**src/hdl/mtwm_pkg.sv**
```systemverilog
// ----------------------------------------------------------------------------
// mtwm_pkg: shared types and constants for the median / weighted-mean filter
// Payload structs, per-channel vectors and the counter limits of the block.
// ----------------------------------------------------------------------------
package mtwm_pkg;

  localparam int NUM_CHAN   = 3;
  localparam int CHAN_W     = 8;
  // Only the five smallest values of a window are kept: the median of nine
  // is the fifth smallest.
  localparam int SORT_CELLS = 5;
  localparam int MED_CELL   = SORT_CELLS - 1;
  localparam int ROW_CELLS  = 5;
  localparam int Q_W        = 6;   // x/5 of an 8-bit value, at most 51
  localparam int SUM_W      = 7;   // three x/10 terms, at most 75
  localparam int CENT_W     = 5;   // 2x/10 - x/10, at most 26

  localparam logic [3:0] PIX_LAST   = 4'd8;
  localparam logic [3:0] WIN_LAST   = 4'd14;
  localparam logic [3:0] EMIT_FIRST = 4'd12;
  localparam logic [3:0] COL1_START = 4'd5;
  localparam logic [3:0] COL2_START = 4'd10;

  typedef enum logic [1:0] {
    COL_FIRST,
    COL_CENTER,
    COL_LAST
  } col_t;

  typedef struct packed {
    logic [CHAN_W-1:0] chan_high;
    logic [CHAN_W-1:0] chan_mid;
    logic [CHAN_W-1:0] chan_low;
  } pixel_t;

  typedef struct packed {
    logic [CHAN_W-1:0] mean_chan_low;
    logic [CHAN_W-1:0] mean_chan_mid;
    logic [CHAN_W-1:0] mean_chan_high;
  } mean_t;

  typedef logic [NUM_CHAN-1:0][CHAN_W-1:0] chan3_t;
  typedef logic [NUM_CHAN-1:0][Q_W-1:0]    q3_t;
  typedef logic [NUM_CHAN-1:0][SUM_W-1:0]  sum3_t;
  typedef logic [NUM_CHAN-1:0][CENT_W-1:0] cent3_t;
  typedef logic [NUM_CHAN-1:0]             chmask_t;

endpackage

```
**src/hdl/mtwm_sort_cell.sv**
```systemverilog
// ----------------------------------------------------------------------------
// mtwm_sort_cell: one position of the insertion-sort chain
// Holds one sorted value per channel; on insert keeps it, takes the new
// value or takes the left neighbor's value.
// ----------------------------------------------------------------------------
module mtwm_sort_cell (
  input  logic               clk,
  input  logic               rst,
  input  logic               ins,
  input  logic               clear,
  input  mtwm_pkg::chan3_t   x,
  input  mtwm_pkg::chan3_t   left_val,
  input  mtwm_pkg::chmask_t  left_gt,
  input  logic               left_valid,
  output mtwm_pkg::chan3_t   val,
  output logic               valid,
  output mtwm_pkg::chmask_t  gt,
  output mtwm_pkg::chan3_t   val_next
);

  // An empty cell counts as larger than anything.
  always_comb begin
    for (int c = 0; c < mtwm_pkg::NUM_CHAN; c++) begin
      gt[c] = !valid || (val[c] > x[c]);
      if (!gt[c]) begin
        val_next[c] = val[c];
      end else if (left_gt[c]) begin
        val_next[c] = left_val[c];
      end else begin
        val_next[c] = x[c];
      end
    end
  end

  always_ff @(posedge clk) begin
    if (rst) begin
      valid <= 1'b0;
    end else if (ins) begin
      valid <= clear ? 1'b0 : (valid | left_valid);
    end
  end

  always_ff @(posedge clk) begin
    if (ins) begin
      val <= val_next;
    end
  end

endmodule

```
**src/hdl/mtwm_row_cell.sv**
```systemverilog
// ----------------------------------------------------------------------------
// mtwm_row_cell: one row of the median grid ring
// Holds the running x/10 sum of a grid row and its center correction;
// takes the neighbor's row on every shift, folding in a new median if told.
// ----------------------------------------------------------------------------
module mtwm_row_cell (
  input  logic              clk,
  input  logic              shift,
  input  logic              apply,
  input  mtwm_pkg::q3_t     q2,
  input  mtwm_pkg::col_t    col,
  input  mtwm_pkg::sum3_t   nb_sum,
  input  mtwm_pkg::cent3_t  nb_cent,
  output mtwm_pkg::sum3_t   sum,
  output mtwm_pkg::cent3_t  cent
);

  logic [mtwm_pkg::NUM_CHAN-1:0][mtwm_pkg::Q_W-1:0] q_half;
  logic [mtwm_pkg::NUM_CHAN-1:0][mtwm_pkg::Q_W-1:0] q_extra;
  mtwm_pkg::sum3_t  applied_sum;
  mtwm_pkg::cent3_t applied_cent;

  // x/10 = (x/5)/2, and the center's extra share 2x/10 - x/10.
  always_comb begin
    for (int c = 0; c < mtwm_pkg::NUM_CHAN; c++) begin
      q_half[c]  = q2[c] >> 1;
      q_extra[c] = q2[c] - q_half[c];
      if (col == mtwm_pkg::COL_FIRST) begin
        applied_sum[c] = mtwm_pkg::SUM_W'(q_half[c]);
      end else begin
        applied_sum[c] = nb_sum[c] + mtwm_pkg::SUM_W'(q_half[c]);
      end
      if (col == mtwm_pkg::COL_CENTER) begin
        applied_cent[c] = q_extra[c][mtwm_pkg::CENT_W-1:0];
      end else begin
        applied_cent[c] = nb_cent[c];
      end
    end
  end

  always_ff @(posedge clk) begin
    if (shift) begin
      sum  <= apply ? applied_sum  : nb_sum;
      cent <= apply ? applied_cent : nb_cent;
    end
  end

endmodule

```
**src/hdl/median_then_weighted_mean_rgb.sv**
```systemverilog
// ----------------------------------------------------------------------------
// median_then_weighted_mean_rgb: 3x3 median filter with weighted mean
// Per-channel median of nine-pixel windows, then a 3x3 weighted mean over a
// rotating five-row grid of those medians.
// ----------------------------------------------------------------------------
// The block takes one pixel request per clock and never stalls except in one
// case: the ninth pixel of window 12, 13 or 14 waits while an earlier mean is
// still held by a stalled output. Each pixel is inserted into a five-cell
// insertion-sort chain per channel in the cycle it arrives, so the median of
// a window is known as its ninth pixel is taken. The ninth pixel of windows
// 12, 13 and 14 of every cycle of fifteen windows makes a mean request, via
// stages A, B, C and the output register; every other window produces no
// output. The weighted mean uses x/10 for each grid entry and 2x/10 for the
// center, each truncated, and never exceeds 251. Channel zero of the pixel
// maps to mean_chan_low, which sits at bits 23:16 of the mean word.
// ----------------------------------------------------------------------------
module median_then_weighted_mean_rgb (
  input  logic             clk,
  input  logic             rst,
  input  logic             pixel_valid,
  output logic             pixel_stall,
  input  mtwm_pkg::pixel_t pixel,
  output logic             mean_valid,
  input  logic             mean_stall,
  output mtwm_pkg::mean_t  mean
);

  localparam int SC = mtwm_pkg::SORT_CELLS;
  localparam int RC = mtwm_pkg::ROW_CELLS;
  localparam int NUM_PROD = mtwm_pkg::NUM_CHAN;
  localparam logic [15:0] RECIP = 16'd205;   // x*205 >> 10 == x/5 for 8 bits

  // Window position counters.
  logic [3:0] pix_cnt;
  logic [3:0] win_cnt;
  logic       last_pix;
  logic       emit_win;
  logic       accept;
  mtwm_pkg::col_t win_col;

  // Sort chain.
  mtwm_pkg::chan3_t  x;
  mtwm_pkg::chan3_t  s_val      [SC];
  mtwm_pkg::chan3_t  s_next     [SC];
  mtwm_pkg::chan3_t  s_left_val [SC];
  mtwm_pkg::chmask_t s_gt       [SC];
  mtwm_pkg::chmask_t s_left_gt  [SC];
  logic              s_valid    [SC];
  logic              s_left_vld [SC];

  // Pipeline after the median.
  logic             a_valid;
  logic             a_emit;
  mtwm_pkg::col_t   a_col;
  mtwm_pkg::chan3_t med;
  logic             b_valid;
  logic             b_emit;
  mtwm_pkg::col_t   b_col;
  mtwm_pkg::q3_t    q2;
  logic             c_emit;
  logic [NUM_PROD-1:0][15:0] prod;

  // Row ring.
  mtwm_pkg::sum3_t  r_sum  [RC];
  mtwm_pkg::cent3_t r_cent [RC];
  mtwm_pkg::sum3_t  r_nb_sum  [RC];
  mtwm_pkg::cent3_t r_nb_cent [RC];

  logic [mtwm_pkg::NUM_CHAN-1:0][8:0] total;

  assign x[0] = pixel.chan_low;
  assign x[1] = pixel.chan_mid;
  assign x[2] = pixel.chan_high;

  assign last_pix = (pix_cnt >= mtwm_pkg::PIX_LAST);
  assign emit_win = (win_cnt >= mtwm_pkg::EMIT_FIRST);

  // Hold the result-making pixel only while a stalled mean still waits.
  assign pixel_stall = mean_valid && mean_stall && last_pix && emit_win;
  assign accept      = pixel_valid && !pixel_stall;

  always_comb begin
    if (win_cnt < mtwm_pkg::COL1_START) begin
      win_col = mtwm_pkg::COL_FIRST;
    end else if (win_cnt < mtwm_pkg::COL2_START) begin
      win_col = mtwm_pkg::COL_CENTER;
    end else begin
      win_col = mtwm_pkg::COL_LAST;
    end
  end

  always_ff @(posedge clk) begin
    if (rst) begin
      pix_cnt <= '0;
      win_cnt <= '0;
    end else if (accept) begin
      if (last_pix) begin
        pix_cnt <= '0;
        win_cnt <= (win_cnt >= mtwm_pkg::WIN_LAST) ? 4'd0 : win_cnt + 4'd1;
      end else begin
        pix_cnt <= pix_cnt + 4'd1;
      end
    end
  end

  // Sort chain: cell 0 always takes the new value when it is the smallest.
  for (genvar i = 0; i < SC; i++) begin : g_sort
    if (i == 0) begin : g_head
      assign s_left_val[i] = x;
      assign s_left_gt[i]  = '0;
      assign s_left_vld[i] = 1'b1;
    end else begin : g_body
      assign s_left_val[i] = s_val[i-1];
      assign s_left_gt[i]  = s_gt[i-1];
      assign s_left_vld[i] = s_valid[i-1];
    end

    mtwm_sort_cell u_cell (
      .clk        (clk),
      .rst        (rst),
      .ins        (accept),
      .clear      (last_pix),
      .x          (x),
      .left_val   (s_left_val[i]),
      .left_gt    (s_left_gt[i]),
      .left_valid (s_left_vld[i]),
      .val        (s_val[i]),
      .valid      (s_valid[i]),
      .gt         (s_gt[i]),
      .val_next   (s_next[i])
    );
  end

  // Stage A: capture the median as the window's ninth pixel goes in.
  always_ff @(posedge clk) begin
    if (rst) begin
      a_valid <= 1'b0;
    end else begin
      a_valid <= accept && last_pix;
    end
  end

  always_ff @(posedge clk) begin
    if (accept && last_pix) begin
      med    <= s_next[mtwm_pkg::MED_CELL];
      a_emit <= emit_win;
      a_col  <= win_col;
    end
  end

  // Stage B: x/5 by reciprocal multiply.
  always_comb begin
    for (int c = 0; c < NUM_PROD; c++) begin
      prod[c] = 16'(med[c]) * RECIP;
    end
  end

  always_ff @(posedge clk) begin
    if (rst) begin
      b_valid <= 1'b0;
    end else begin
      b_valid <= a_valid;
    end
  end

  always_ff @(posedge clk) begin
    if (a_valid) begin
      for (int c = 0; c < NUM_PROD; c++) begin
        q2[c] <= prod[c][15:10];
      end
      b_emit <= a_emit;
      b_col  <= a_col;
    end
  end

  // Stage C: rotate the ring one row; the current row re-enters at the tail
  // with the new median folded in, so the head is always the row to update.
  for (genvar i = 0; i < RC; i++) begin : g_row
    if (i == RC - 1) begin : g_tail
      assign r_nb_sum[i]  = r_sum[0];
      assign r_nb_cent[i] = r_cent[0];
    end else begin : g_body
      assign r_nb_sum[i]  = r_sum[i+1];
      assign r_nb_cent[i] = r_cent[i+1];
    end

    mtwm_row_cell u_row (
      .clk     (clk),
      .shift   (b_valid),
      .apply   (i == RC - 1),
      .q2      (q2),
      .col     (b_col),
      .nb_sum  (r_nb_sum[i]),
      .nb_cent (r_nb_cent[i]),
      .sum     (r_sum[i]),
      .cent    (r_cent[i])
    );
  end

  always_ff @(posedge clk) begin
    if (rst) begin
      c_emit <= 1'b0;
    end else begin
      c_emit <= b_valid && b_emit;
    end
  end

  // Stage D: the newest row sits at the tail, the two before it just ahead;
  // the middle one of the three carries the center correction.
  always_comb begin
    for (int c = 0; c < mtwm_pkg::NUM_CHAN; c++) begin
      total[c] = 9'(r_sum[RC-1][c]) + 9'(r_sum[RC-2][c]) + 9'(r_sum[RC-3][c])
               + 9'(r_cent[RC-2][c]);
    end
  end

  always_ff @(posedge clk) begin
    if (rst) begin
      mean_valid <= 1'b0;
    end else if (c_emit) begin
      mean_valid <= 1'b1;
    end else if (!mean_stall) begin
      mean_valid <= 1'b0;
    end
  end

  always_ff @(posedge clk) begin
    if (c_emit) begin
      mean.mean_chan_low  <= total[0][7:0];
      mean.mean_chan_mid  <= total[1][7:0];
      mean.mean_chan_high <= total[2][7:0];
    end
  end

endmodule

```
**config.mk**
```make
export PLATFORM = sky130hd
export DESIGN_NAME = median_then_weighted_mean_rgb
export DESIGN_NICKNAME = d
export VERILOG_FILES = /design/src/hdl/mtwm_pkg.sv /design/src/hdl/mtwm_sort_cell.sv /design/src/hdl/mtwm_row_cell.sv /design/src/hdl/median_then_weighted_mean_rgb.sv
export SDC_FILE = /design/constraint.sdc
export NUM_CORES = 1
export LEC_CHECK = 0
export ABC_CLOCK_PERIOD_IN_PS = 5600
export BUFFER_PORTS_ARGS = -buffer_cell sky130_fd_sc_hd__buf_2
export CORE_MARGIN = 4
export CORE_UTILIZATION = 40
export CTS_CLUSTER_DIAMETER = 30
export DETAILED_ROUTE_END_ITERATION = 7
export PLACE_DENSITY_LB_ADDON = 0.3
export SYNTH_ARGS = -nofsm -noshare
export SYNTH_HDL_FRONTEND = slang
export SYNTH_HIERARCHICAL = 1
export SYNTH_SLANG_ARGS = --single-unit
```
**constraint.sdc**
```tcl
create_clock -name clk -period 5.6 [get_ports clk]
set_clock_uncertainty 0.15 [all_clocks]
set_input_delay 0.28 -clock clk [delete_from_list [all_inputs] [get_ports clk]]
set_output_delay 0.28 -clock clk [all_outputs]
set_load 0.03 [all_outputs]
```
; ---- Yosys cells after proc, flatten, opt, wreduce, memory -nomap -nowiden
; Cells that the tools add are included.
[classes]
magnitude_cmp = 20
n_bitwise = 4
mux = 31
n_mul = 3
eq_ne = 2
add_sub_neg = 17
n_reduce_logical = 41
[ops]
columns = op, n
row1 = $gt 8x8->1, 15
row2 = $mux 8, 15
row3 = $mul 8x8->16 const B, 3
row4 = $mux 5, 6
row5 = $reduce_and 2->1, 13
row6 = $add 7x7->8, 3
row7 = $add 8x5->8, 3
row8 = $add 8x7->8, 3
row9 = $add 7x5->7, 3
row10 = $logic_or 1x1->1, 15
row11 = $sub 5x5->5, 3
row12 = $ge 4x4->1 const B, 3
row13 = $add 4x1->4 const B, 2
row14 = $mux 4, 2
row15 = $mux 1, 7
row16 = $logic_and 1x1->1, 6
row17 = $logic_not 1->1, 6
row18 = $lt 4x3->1 const B, 1
row19 = $lt 4x4->1 const B, 1
row20 = $or 1x1->1, 4
row21 = $eq 2x1->1 const B, 1
row22 = $logic_not 2->1, 1
row23 = $mux 2, 1
row24 = $ne 2x1->1 const B, 1
[word_totals]
in_bits = 28
regBits = 389
elab_cells = 190
output_inout_bits = 26

; ---- Depth between registers and ports, before layout
[depth]
word_depth = 6
depth_mapped = 14
mapped_depth_nobuf = 14

; ---- By module
; Netlist, hierarchy kept.
[modules_own_cells]
columns = mod, area_per_inst_um2, cells_each, n_inst, seq_area_each_um2
row1 = mtwm_row_cell (g_row[1].u_row ...), 2730.1, 272, 4, 1081.0
row2 = median_then_weighted_mean_rgb, 7719.9, 666, 1, 2402.3
row3 = mtwm_sort_cell (g_sort[1].u_cell ...), 1913.1, 186, 4, 740.7
row4 = mtwm_row_cell (g_row[0].u_row), 2727.6, 272, 1, 1081.0
row5 = mtwm_sort_cell (g_sort[0].u_cell), 1924.3, 186, 1, 740.7

; ---- Worst setup path after synthesis
; OpenSTA, ideal clock, no wires.
[synth_path]
kind = register to register
start = reg b_valid
end = reg g_row[0].u_row/cent[0] (netlist name), enable pin
path_stages_with_launch = 1
setup_slack_ns = 0.660
setup_time_ns = 0.558
period_less_slack_ns = 4.940
required_ns = 4.892
t_arrival_ns = 4.232
n_path_buf = 0
path_cell_list = dfxtp_1
[synth_rtl]
columns = item, line
row1 = start: declaration, median_then_weighted_mean_rgb.sv:56  ; logic b_valid;
row2 = start signal: assignment, median_then_weighted_mean_rgb.sv:162  ; b_valid <= a_valid;
row3 = end signal: assignment, mtwm_row_cell.sv:44  ; cent <= apply ? applied_cent : nb_cent;
row4 = end: declaration, mtwm_row_cell.sv:15  ; output mtwm_pkg::cent3_t cent
; No word-level cell between the ends.

==> summary.md <==
| Metric | Value |
|---|---|
| Outcome | completed |
| Hold path cells | 3 |
| Place WS | 1.57 ns |
| Netlist area before placement | 0.0309 mm2 |
| Relative slew slack | 21.7% |
| CTS tree | built |
| Placed Cells | 4043 |
| MaxCap Viol Count | 0 |
| Fin crit share | 72.3% |
| Largest net degree at the start of global routing | 115 |
| Area leader, netlist | edfxtp_1 |
| Synthesis Warnings | 6 |
| Layout area overhead | 18.0% |
| CTS Buffer Depth | 3 |
| Leak | 0.0159 uW |
| Cell Rows | 101 |
| Seq. cell area | 0.0115 mm2 |
| Worst r2r src | med[1]$_DFFE_PP_ |
| Layout cells sized above 1 | 13.6% |
| Critical path endpoint category | flip-flop |
| Synthesized instance count | 2956 |
| Number of global-route vias before repair | 22000 |
| Slew @ Worst Pin | 1.17 ns |
| Root Driver | clkbuf_16 |
| Nets@finish | 3669 |
| Die height | 286 um |
| CP max FO | 5 |
| Syn Area/Cell | 10.5 um2 |
| Routability congestion estimate from global placement | 0.809 |
| Critical path arrival | 4.26 ns |
| Endpoints failing setup | 0 |
| CP Launch Type | flip-flop |
| Critical Path RT | 5.81 ns |
| I/O Pins | 54 |
| Power Density | 289 mW/mm2 |
| Yosys reg bits | 389 |
| Initial Util | 40.5% |
| Worst skew pair latency | 0.64 ns |
| Ys async rst share | 0% |
| Setup CP Type | reg -> reg |
| Cts repair resizes | 0 |
| First-pass GRT wire length | 111 mm |
| Worst Hold Path EP | g_sort[2].u_cell/val[0]$_DFFE_PP_ |
| Max IR drop VDD | 0.323 mV |
| DP HPWL | 47.6 mm |
| Fillers | 7029 |
| Port Buf Inserts | 53 |
| Initial DRT Pass Iterations | 5 |
| Area of the multi-input gates | 0.0180 mm2 |
| Die X | 286 um |
| Max Freq | 247 MHz |
| Clk slew on worst S/H paths | 0.05 ns |
| Most frequent cells in the layout | ha_1, edfxtp_1, inv_1 |
| CTS H-tree depth | 3 |
| WL final | 66.1 mm |
| Total track usage | 16.4% |
| Number of synthesized flops with an enable pin | 372 |
| TNS Setup | 0 ns |
| Fin crit period | 4.05 ns |
| Routed Antenna Nets | 0 |
| Die Area | 0.0819 mm2 |
| DR iter-0 viols | 1219 |
| Register area share after synthesis | 37.2% |
| Initial antenna violation count | 0 |
| DRC violation count after routing | 0 |
| Setup WS post-layout | 1.55 ns |
| WL per Instance | 15.6 um |
| Num CTS Buffers | 104 |
| Fin cells | 4242 |
| Core area | 0.0763 mm2 |
| Worst r2r dst | q2[3]$_DFFE_PP_ |
| FF-to-FF path depth | 12 |
| Critical hold path startpoint | pixel[0] |
| Vias | 21700 |
| Main synth FF type | edfxtp_1 |
| Top cells by area, synth | edfxtp_1, ha_1, fa_1, mux2_2, inv_1 |
| Hold buffer count at cts | 4 |
| Setup Buffers After CTS | 0 |
| R2r setup slk | 1.55 ns |
| Hold Path Class | in -> reg |
| GRT overflow | 0 |
| RSZ-0062 raised after global routing | false |
| Count of different cell masters after synthesis | 69 |
| Most common cell after layout, fill and taps aside | ha_1 |
| Post-synth top area share | 36.1% |
| Slew Viols, Final | 0 |
| CTS sink cnt | 389 |
| Hold Vio Cnt, Final | 0 |
| DR vias/cell | 5.12 |
| Antenna cell count | 0 |
[where the power goes]
part | internal [uW] | leakage (uW) | switching (uW)
combinational | 276 | 0.0105 | 349
sequential | 3290 | 0.00357 | 65.7
clock | 4690 | 0.00188 | 1880
[metal layers]
layer	vias to the layer above	track usage, %	wire length, um
met5	-	0	0
met4	0	4.83	1580
met3	118	2.65	2770
met2	380	26.8	29800
met1	10200	22.4	32000
li1	11000	-	-
[layout make-up]
type,count,share of cell area (%)
tap,1030,3.53
sequential,389,31.5
clock buffer,116,7.39
inverter,351,3.62
clock inverter,79,3.30
timing repair buffer,76,1.26
multi-input combinational,2201,49.3
[kinds of logic (layout without fill, tap and decap cells)]
group | count (synthesis) | in the layout | synth area share (%)
multiplexers | 204 | 204 | 7.12
XOR/XNOR | 105 | 105 | 2.97
AO/OA/AOI/OAI | 659 | 659 | 12.9
other | 2 | 44 | 0.0243
buffers and inverters | 408 | 622 | 5.09
AND/OR/NAND/NOR | 671 | 671 | 11.4
flip-flops | 389 | 389 | 37.2
adder cells (fa/ha/maj) | 518 | 518 | 23.2
[flip-flops by register name, indices dropped and copies added (netlist names)]
name and count:
mean 24, g_row.u_row/sum 105, b_valid 1, g_row.u_row/cent 75
mean_valid 1, b_col 2, g_sort.u_cell/valid 5, a_emit 1
a_valid 1, pix_cnt 4, g_sort.u_cell/val 120, med 24
a_col 2, q2 18, b_emit 1, win_cnt 4
c_emit 1
[critical path, stage by stage (launching register included)]
cell and delay (ns):
edfxtp_1 0.43, ha_1 0.37, fa_1 0.51, fa_1 0.55, inv_1 0.05, fa_1 0.41
inv_1 0.06, ha_1 0.27, a211oi_1 0.35, o211a_1 0.22, nor2_1 0.07, o41ai_2 0.23
xnor2_1 0.10
[worst max path at each step]
stage	from	endpoint	slack, ns
floorplan	b_valid$_SDFF_PP0_	g_row[0].u_row/cent[0]$_DFFE_PP_	0.66
global placement	med[2]$_DFFE_PP_	q2[3]$_DFFE_PP_	1.64
detailed placement	med[1]$_DFFE_PP_	q2[3]$_DFFE_PP_	1.57
CTS	med[1]$_DFFE_PP_	q2[3]$_DFFE_PP_	1.55
global route	med[1]$_DFFE_PP_	q2[3]$_DFFE_PP_	1.29
finish	med[1]$_DFFE_PP_	q2[3]$_DFFE_PP_	1.55
[synth_stat cells (7+ instances only)]
cell type / count
nand4_1: 34
clkbuf_1: 31
nand2b_1: 31
nand3_4: 15
nor2_1: 113
ha_1: 424
a21o_1: 39
o22a_1: 10
xor2_1: 37
o31ai_1: 16
a21boi_0: 7
o211ai_2: 11
nand3_1: 45
nor3b_1: 27
or3_1: 10
nor3_1: 24
mux2_2: 130
o21ai_1: 9
xnor2_1: 68
a211oi_1: 17
mux2i_1: 74
dfxtp_1: 17
or2_0: 10
a21oi_1: 173
o21ai_0: 249
o21a_1: 34
inv_1: 349
fa_1: 94
o41ai_1: 10
a31oi_1: 22
edfxtp_1: 372
nor4bb_1: 10
o211ai_1: 19
buf_2: 25
nor2b_1: 53
nand2_1: 249
nand3b_1: 10
[per-stage QoR]
stage	hold slack (ns)	area, um2	utilization (%)	power (uW)
CTS	0.00481	36500	47.8	10700
finish	0.0499	36500	47.8	10600
global placement	0.254	32600	42.7	4000
floorplan	0.199	31100	-	3870
global route	0.0718	36500	47.8	11000
detailed placement	0.256	32600	42.7	4020
Power figures use the tool's default switching activity.
